$ cat src/sv/lcr_pkg.sv
// ----------------------------------------------------------------------------
// lcr_pkg: constants for the level to colour ramp
// Stop positions and per-segment reciprocals of the seven-stop ramp, worked
// out at elaboration from the level fraction width, and its stop colours.
// ----------------------------------------------------------------------------
package lcr_pkg;

  localparam int LEVEL_FRAC_BITS = 16;
  localparam int LEVEL_W         = 20;
  localparam int NUM_STOPS       = 7;
  localparam int NUM_SEG         = NUM_STOPS - 1;
  localparam int SEG_W           = 3;

  // clamped level holds 0..ONE
  localparam int LVL_W   = LEVEL_FRAC_BITS + 1;
  // segment widths are at least 2^(frac-3), so the reciprocal fits in this
  localparam int RECIP_W = 36 - LEVEL_FRAC_BITS;
  localparam int PROD_W  = LVL_W + RECIP_W;
  localparam int T_W     = 17;
  localparam int ACC_W   = 27;

  localparam logic [31:0] ONE   = 32'd1 << LEVEL_FRAC_BITS;
  localparam logic [63:0] ONE64 = 64'(ONE);
  localparam logic [T_W-1:0] T_MAX = T_W'(65536);
  localparam logic [7:0] ALPHA = 8'hFF;

  localparam logic [LVL_W-1:0] STOP_POS [NUM_STOPS] = '{
    LVL_W'((64'd0   * ONE64 + 64'd50) / 64'd100),
    LVL_W'((64'd18  * ONE64 + 64'd50) / 64'd100),
    LVL_W'((64'd38  * ONE64 + 64'd50) / 64'd100),
    LVL_W'((64'd56  * ONE64 + 64'd50) / 64'd100),
    LVL_W'((64'd72  * ONE64 + 64'd50) / 64'd100),
    LVL_W'((64'd86  * ONE64 + 64'd50) / 64'd100),
    LVL_W'((64'd100 * ONE64 + 64'd50) / 64'd100)
  };

  localparam logic [63:0] SEG_WIDTH [NUM_SEG] = '{
    64'(STOP_POS[1]) - 64'(STOP_POS[0]),
    64'(STOP_POS[2]) - 64'(STOP_POS[1]),
    64'(STOP_POS[3]) - 64'(STOP_POS[2]),
    64'(STOP_POS[4]) - 64'(STOP_POS[3]),
    64'(STOP_POS[5]) - 64'(STOP_POS[4]),
    64'(STOP_POS[6]) - 64'(STOP_POS[5])
  };

  localparam logic [RECIP_W-1:0] RECIP [NUM_SEG] = '{
    RECIP_W'(((64'd1 << 32) + SEG_WIDTH[0] / 64'd2) / SEG_WIDTH[0]),
    RECIP_W'(((64'd1 << 32) + SEG_WIDTH[1] / 64'd2) / SEG_WIDTH[1]),
    RECIP_W'(((64'd1 << 32) + SEG_WIDTH[2] / 64'd2) / SEG_WIDTH[2]),
    RECIP_W'(((64'd1 << 32) + SEG_WIDTH[3] / 64'd2) / SEG_WIDTH[3]),
    RECIP_W'(((64'd1 << 32) + SEG_WIDTH[4] / 64'd2) / SEG_WIDTH[4]),
    RECIP_W'(((64'd1 << 32) + SEG_WIDTH[5] / 64'd2) / SEG_WIDTH[5])
  };

  typedef struct packed {
    logic [7:0] r;
    logic [7:0] g;
    logic [7:0] b;
  } rgb_t;

  localparam rgb_t STOP_RGB [NUM_STOPS] = '{
    '{8'd4,   8'd6,   8'd16},
    '{8'd18,  8'd30,  8'd92},
    '{8'd24,  8'd86,  8'd160},
    '{8'd34,  8'd160, 8'd148},
    '{8'd176, 8'd196, 8'd64},
    '{8'd244, 8'd158, 8'd48},
    '{8'd255, 8'd246, 8'd214}
  };

endpackage

$ cat src/sv/level_to_colour_ramp_core.sv
// ----------------------------------------------------------------------------
// level_to_colour_ramp_core: level to waterfall colour
// Clamps a fixed-point level to 0..1 and interpolates a seven-stop colour
// ramp, one pixel per clock unless the output stalls, through a five-stage pipeline.
// ----------------------------------------------------------------------------
// Usage:
//   input channel: level (signed, LEVEL_FRAC_BITS fraction bits) with
//   in_valid / in_stall; a request is taken at a clock edge with in_valid
//   high and in_stall low.
//   output channel: red, green, blue and argb_word (alpha 0xFF on top) with
//   out_valid / out_stall; a result is taken when out_valid is high and
//   out_stall is low.
//   pipeline: five register stages, the first loaded by the edge that takes
//   the request (clamp, segment select, reciprocal multiply, channel
//   multiply, round and saturate).
//   throughput: one request per clock unless a waiting result is stalled; no
//   stage loops, so every stage takes a new item whenever the pipeline advances.
//   reset (rst, synchronous) empties the pipeline; out_valid drops.
//   while the receiver stalls a waiting result, the whole pipeline holds
//   and in_stall is raised; nothing is lost or repeated.
// ----------------------------------------------------------------------------
module level_to_colour_ramp_core (
  input  logic                        clk,
  input  logic                        rst,
  input  logic signed [lcr_pkg::LEVEL_W-1:0] level,
  input  logic                        in_valid,
  output logic                        in_stall,
  output logic [7:0]                  red,
  output logic [7:0]                  green,
  output logic [7:0]                  blue,
  output logic [31:0]                 argb_word,
  output logic                        out_valid,
  input  logic                        out_stall
);

  localparam int LVL_W   = lcr_pkg::LVL_W;
  localparam int SEG_W   = lcr_pkg::SEG_W;
  localparam int PROD_W  = lcr_pkg::PROD_W;
  localparam int RECIP_W = lcr_pkg::RECIP_W;
  localparam int T_W     = lcr_pkg::T_W;
  localparam int ACC_W   = lcr_pkg::ACC_W;

  logic advance;
  assign advance  = !(out_valid && out_stall);
  assign in_stall = !advance;

  // stage 1: clamp
  logic             v1;
  logic [LVL_W-1:0] lvl1;
  logic [LVL_W-1:0] lvl1_next;

  always_comb begin
    if (level[lcr_pkg::LEVEL_W-1]) begin
      lvl1_next = '0;
    end else if (32'($unsigned(level)) > lcr_pkg::ONE) begin
      lvl1_next = LVL_W'(lcr_pkg::ONE);
    end else begin
      lvl1_next = LVL_W'($unsigned(level));
    end
  end

  // stage 2: segment select and offset into it
  logic             v2;
  logic [SEG_W-1:0] seg2;
  logic [LVL_W-1:0] off2;
  logic [SEG_W-1:0] seg2_next;

  // on a stop the lower segment wins, so only strictly lower stops count
  always_comb begin
    seg2_next = '0;
    for (int k = 1; k < lcr_pkg::NUM_SEG; k++) begin
      if (lcr_pkg::STOP_POS[k] < lvl1) begin
        seg2_next = SEG_W'(k);
      end
    end
  end

  // stage 3: offset times segment reciprocal
  logic              v3;
  logic [SEG_W-1:0]  seg3;
  logic [PROD_W-1:0] prod3;
  logic [RECIP_W-1:0] recip2;

  assign recip2 = lcr_pkg::RECIP[seg2];

  // stage 4: t in Q1.16 and per-channel blend sums
  logic                    v4;
  logic signed [ACC_W-1:0] acc4 [3];
  logic [PROD_W-16-1:0]    tr3;
  logic [T_W-1:0]          t3;
  lcr_pkg::rgb_t           lo3;
  lcr_pkg::rgb_t           hi3;
  logic [7:0]              lo_ch [3];
  logic [7:0]              hi_ch [3];

  assign tr3 = (PROD_W - 16)'((prod3 + PROD_W'(32768)) >> 16);
  assign t3  = (tr3 > (PROD_W - 16)'(lcr_pkg::T_MAX)) ? lcr_pkg::T_MAX : T_W'(tr3);
  assign lo3 = lcr_pkg::STOP_RGB[seg3];
  assign hi3 = lcr_pkg::STOP_RGB[seg3 + SEG_W'(1)];
  assign lo_ch[0] = lo3.r;
  assign lo_ch[1] = lo3.g;
  assign lo_ch[2] = lo3.b;
  assign hi_ch[0] = hi3.r;
  assign hi_ch[1] = hi3.g;
  assign hi_ch[2] = hi3.b;

  // stage 5: round down by 2^16 and saturate
  logic [7:0] ch5_next [3];

  always_comb begin
    for (int c = 0; c < 3; c++) begin
      if (acc4[c][ACC_W-1]) begin
        ch5_next[c] = '0;
      end else if (acc4[c][ACC_W-2:16] > (ACC_W - 17)'(255)) begin
        ch5_next[c] = 8'hFF;
      end else begin
        ch5_next[c] = acc4[c][23:16];
      end
    end
  end

  always_ff @(posedge clk) begin
    if (rst) begin
      v1        <= 1'b0;
      v2        <= 1'b0;
      v3        <= 1'b0;
      v4        <= 1'b0;
      out_valid <= 1'b0;
    end else if (advance) begin
      v1        <= in_valid;
      v2        <= v1;
      v3        <= v2;
      v4        <= v3;
      out_valid <= v4;
    end
  end

  always_ff @(posedge clk) begin
    if (advance) begin
      lvl1  <= lvl1_next;
      seg2  <= seg2_next;
      off2  <= lvl1 - lcr_pkg::STOP_POS[seg2_next];
      seg3  <= seg2;
      prod3 <= PROD_W'(off2) * PROD_W'(recip2);
      for (int c = 0; c < 3; c++) begin
        acc4[c] <= $signed({3'b000, lo_ch[c], 16'h0000})
                 + ACC_W'(($signed({1'b0, hi_ch[c]}) - $signed({1'b0, lo_ch[c]}))
                          * $signed({1'b0, t3}))
                 + ACC_W'(32768);
      end
      red   <= ch5_next[0];
      green <= ch5_next[1];
      blue  <= ch5_next[2];
    end
  end

  assign argb_word = {lcr_pkg::ALPHA, red, green, blue};

  a_stall_only_when_full: assert property (@(posedge clk) disable iff (rst)
    in_stall |-> out_valid)
    else $error("input stalled with no result waiting");

  a_seg_in_range: assert property (@(posedge clk) disable iff (rst)
    v2 |-> (seg2 < SEG_W'(lcr_pkg::NUM_SEG)))
    else $error("segment index beyond last segment");

  a_offset_in_segment: assert property (@(posedge clk) disable iff (rst)
    v2 |-> (64'(off2) <= lcr_pkg::SEG_WIDTH[seg2]))
    else $error("offset wider than its segment");

  a_hold_on_stall: assert property (@(posedge clk) disable iff (rst)
    (out_valid && out_stall) |=> ($stable(v4) && $stable(v3) && $stable(red)
                                  && $stable(green) && $stable(blue)))
    else $error("pipeline moved while the result was stalled");

endmodule

$ cat config.mk
export PLATFORM = sky130hd
export DESIGN_NAME = level_to_colour_ramp_core
export DESIGN_NICKNAME = d
export VERILOG_FILES = /design/src/sv/lcr_pkg.sv /design/src/sv/level_to_colour_ramp_core.sv
export SDC_FILE = /design/constraint.sdc
export NUM_CORES = 2
export LEC_CHECK = 0
export ABC_AREA = 1
export BUFFER_PORTS_ARGS = -buffer_cell sky130_fd_sc_hd__buf_2
export CELL_PAD_IN_SITES_DETAIL_PLACEMENT = 2
export CELL_PAD_IN_SITES_GLOBAL_PLACEMENT = 2
export CORE_ASPECT_RATIO = 0.8
export CORE_MARGIN = 2
export CORE_UTILIZATION = 41
export DETAILED_ROUTE_END_ITERATION = 8
export PLACE_DENSITY_LB_ADDON = 0.1
export SYNTH_ARGS = -nofsm -noshare
export SYNTH_HDL_FRONTEND = slang
export SYNTH_SLANG_ARGS = --single-unit
export TNS_END_PERCENT = 50
$ cat constraint.sdc
create_clock -name clk -period 8.7 [get_ports clk]
set_input_delay 1.74 -clock clk [delete_from_list [all_inputs] [get_ports clk]]
set_output_delay 1.74 -clock clk [all_outputs]
set_load 0.02 [all_outputs]
==> results by group <==
Run status
  • Outcome: complete, no violations

Synth
  • Netlist Area Pre-Place: 29890 sq um
  • Synth Instances: 3481
  • Post-synth ARST share: 0%
  • FF+latch count, synth: 124
  • Avg Inst Size Synth: 8.588 sq um
  • Post-synth EDFFs: 119
  • Yosys cell types: 47
  • Sequential area share after synthesis: 12.29%
  • Warnings, synthesis: 0
  • Top_reg_cell synth: edfxtp_1

Min path
  • Hold depth: 2
  • Endpoint of the worst hold path: v3$_SDFFE_PP0N_
  • Hold Crit Class: flip-flop to flip-flop
  • Worst Min Path Start: v3$_SDFFE_PP0N_

Setup path
  • CP endpoint kind: flip-flop
  • R2R depth: 31
  • Crit Path Category: flip-flop to flip-flop
  • FF-to-FF End: acc4[0][26]$_DFFE_PN_
  • Most frequent CP cell: inv_1
  • Flop2flop setup slack: 0.47 ns
  • Worst EP required: 8.93 ns
  • FF-to-FF Start: seg3[0]$_DFFE_PN_
  • Slowest Stage Delay on Critical Path: 0.61 ns
  • Crit path max fanout: 12
  • Critical path arrival: 8.46 ns
  • CP Launch Type: flip-flop
  • Slowest-stage cell, CP: fa_1

Place
  • IO Port Bufs: 73
  • Placed cell count: 4487
  • Placer Congestion: 0.9118
  • DPL Wire Length: 86090 microns

Timing
  • Final hold vios: 0
  • Setup TNS Final: 0 ns
  • Fin. max-slew vios: 0
  • Worst Skew: 0.02807 ns
  • Fin crit share: 94.59%
  • Worst Max-Slew Pin Slew: 1.331 ns
  • Relative slew slack: 11.25%
  • Setup violations, final: 0
  • RSZ-0062 raised after global routing: no
  • Min Tclk post-route: 8.229 ns
  • F_max: 121.5 MHz

Drt
  • Drt drc: 0
  • Detailed Route Iter0 Violations: 1070
  • Avg WL per Cell: 21.86 microns
  • Drt pass-1 iters: 5
  • Detail Route Antenna Nets: 0
  • Total number of vias: 23180
  • Via-to-Cell Ratio: 5.124
  • WL final: 98850 microns

Job
  • Max-cap viol count: 0

Clock network
  • Clk buf depth: 2
  • Total clock sinks: 124
  • CTS root buf: clkbuf_16
  • TritonCTS Buffers: 17
  • Clock Latency Late Sink: 0.49 ns
  • Clock slew at reported path FFs: 0.07 ns
  • CTS Hold Buffers Added: 0
  • Htree depth: 4
  • TritonCTS clock tree: yes

Die
  • Die width: 305.9 microns
  • Chip Height: 245.5 microns
  • Core area: 72120 sq um
  • I/O pin count: 82
  • Die area: 75100 sq um
  • Placement row count: 88
  • Initial core utilization: 41.45%

Cells and area
  • Final std cells w/o fill: 4523
  • Ant. Diodes: 0
  • Fraction of layout cells with a size suffix above 1: 5.506%
  • Fin util: 44.52%
  • Area delta synth->final: 7.391%
  • Nets: 4506

Global route
  • Total track usage: 27.48%
  • Global-route wire length before repair: 157500 microns
  • Initial antenna violation count: 0
  • Gr ovfl total: 0
  • Vias in the first global route: 27600
  • Largest net degree at the start of global routing: 71
[Yosys cell counts, types with 9 or more instances]
master,count,area (sq um)
o21a_1,9,67.56
o21ai_0,76,380.4
buf_2,9,45.04
clkbuf_1,41,153.9
nor2_1,449,1685
ha_1,359,4492
o21bai_1,12,90.09
fa_1,558,11170
nor3_1,20,100.1
nor2_2,9,56.30
xor2_1,78,683.2
inv_1,910,3416
buf_4,32,240.2
a21oi_1,154,770.7
nand2_1,470,1764
nand4_1,22,137.6
edfxtp_1,119,3573
xnor2_1,20,175.2
a31oi_1,10,62.56
nand3_1,44,220.2
[cells by family after synthesis]
group / synth area share, %
xor+xnor: 2.871
flops: 12.29
buf+inv: 13.11
compound gates: 5.332
other cells: 0.02512
fa+ha+maj: 52.39
simple gates: 13.98
[how the worst max path moves through the flow]
stage                      startpoint               endpoint  slack [ns]  cells after the start
finish              seg3[0]$_DFFE_PN_  acc4[0][26]$_DFFE_PN_        0.47                     31
detailed placement  seg3[0]$_DFFE_PN_  acc4[0][22]$_DFFE_PN_        0.24                     31
global route        seg3[0]$_DFFE_PN_  acc4[0][22]$_DFFE_PN_        0.01                     31
CTS                 seg3[0]$_DFFE_PN_  acc4[0][22]$_DFFE_PN_        0.19                     31
floorplan           seg3[1]$_DFFE_PN_  acc4[0][53]$_DFFE_PN_        1.41                     32
global placement    seg3[0]$_DFFE_PN_  acc4[0][22]$_DFFE_PN_        0.61                     31
[flip-flops by register name, summed over array words and instances, names as in the netlist]
| signal | cells |
|---|---|
| acc4 | 33 |
| prod3 | 22 |
| lvl1 | 17 |
| off2 | 17 |
| blue | 8 |
| green | 8 |
| red | 8 |
| seg2 | 3 |
| seg3 | 3 |
| out_valid | 1 |
| v1 | 1 |
| v2 | 1 |
| v3 | 1 |
| v4 | 1 |
[stage by stage]
| step | area [sq um] | worst slack (ns) | hold WS, ns |
|---|---|---|---|
| floorplan | 29970 | 1.406 | 0.4244 |
| global placement | 31470 | 0.6107 | 0.4500 |
| detailed placement | 31470 | 0.2420 | 0.4626 |
| CTS | 32060 | 0.1916 | 0.4759 |
| global route | 32100 | 0.01366 | 0.4975 |
| finish | 32100 | 0.4709 | 0.4726 |
[cell usage in the layout (no fill, tap or decap), types with 3 or more instances in the layout]
cell type / instances
o21bai_1: 12
nor3_1: 19
nor2_2: 10
nor4_1: 8
a21o_1: 6
dfxtp_1: 5
inv_2: 8
nand2_2: 7
buf_2: 73
o31ai_1: 3
clkinvlp_4: 3
a21oi_1: 154
xnor2_1: 20
nand2_1: 469
ha_1: 359
xor2_1: 77
conb_1: 23
nand4_1: 22
o211ai_1: 3
edfxtp_1: 119
o21ai_0: 75
clkbuf_16: 17
nor2_4: 4
inv_6: 5
fa_1: 558
buf_4: 56
nor2_1: 448
inv_1: 909
a31oi_1: 10
nand3_1: 44
o21ai_1: 4
o21a_1: 9
clkinv_1: 6
a211oi_1: 3
[per-layer routing]
layer  vias up  GRT usage [%]  share of wire, %
met5         -              0                 0
met2       317          50.37                52
met3       119          3.008               2.7
met1     12190          34.20                43
li1      10560              -                 -
met4         0          7.708               2.5
[area by class of cell]
| cell class | count | area [sq um] |
|---|---|---|
| fillers | 8031 | 40010 |
| multi-input cells | 2369 | 22400 |
| flip-flops and latches | 124 | 3674 |
| inverters | 924 | 3472 |
| well taps | 945 | 1182 |
| repair buffers | 129 | 785.8 |
| clock buffers | 18 | 429.2 |
| clock inverters | 14 | 157.7 |
[timing repair]
item,in CTS,in global routing
endpoints found under the setup margin,0,6
buffers inserted,0,4
resized for setup,0,3
[worst max-delay path: cells and delay by family (launching register included)]
family / cells / cell delay (ns)
XOR/XNOR: 2 / 0.21
adder cells (fa/ha/maj): 9 / 4.13
buffers and inverters: 9 / 1.16
flip-flops: 1 / 0.54
AND/OR/NAND/NOR: 11 / 1.93
Power is left out: the tool's default activity adds up to more than one toggle a clock period on the data nets, which glitch-free logic cannot reach.
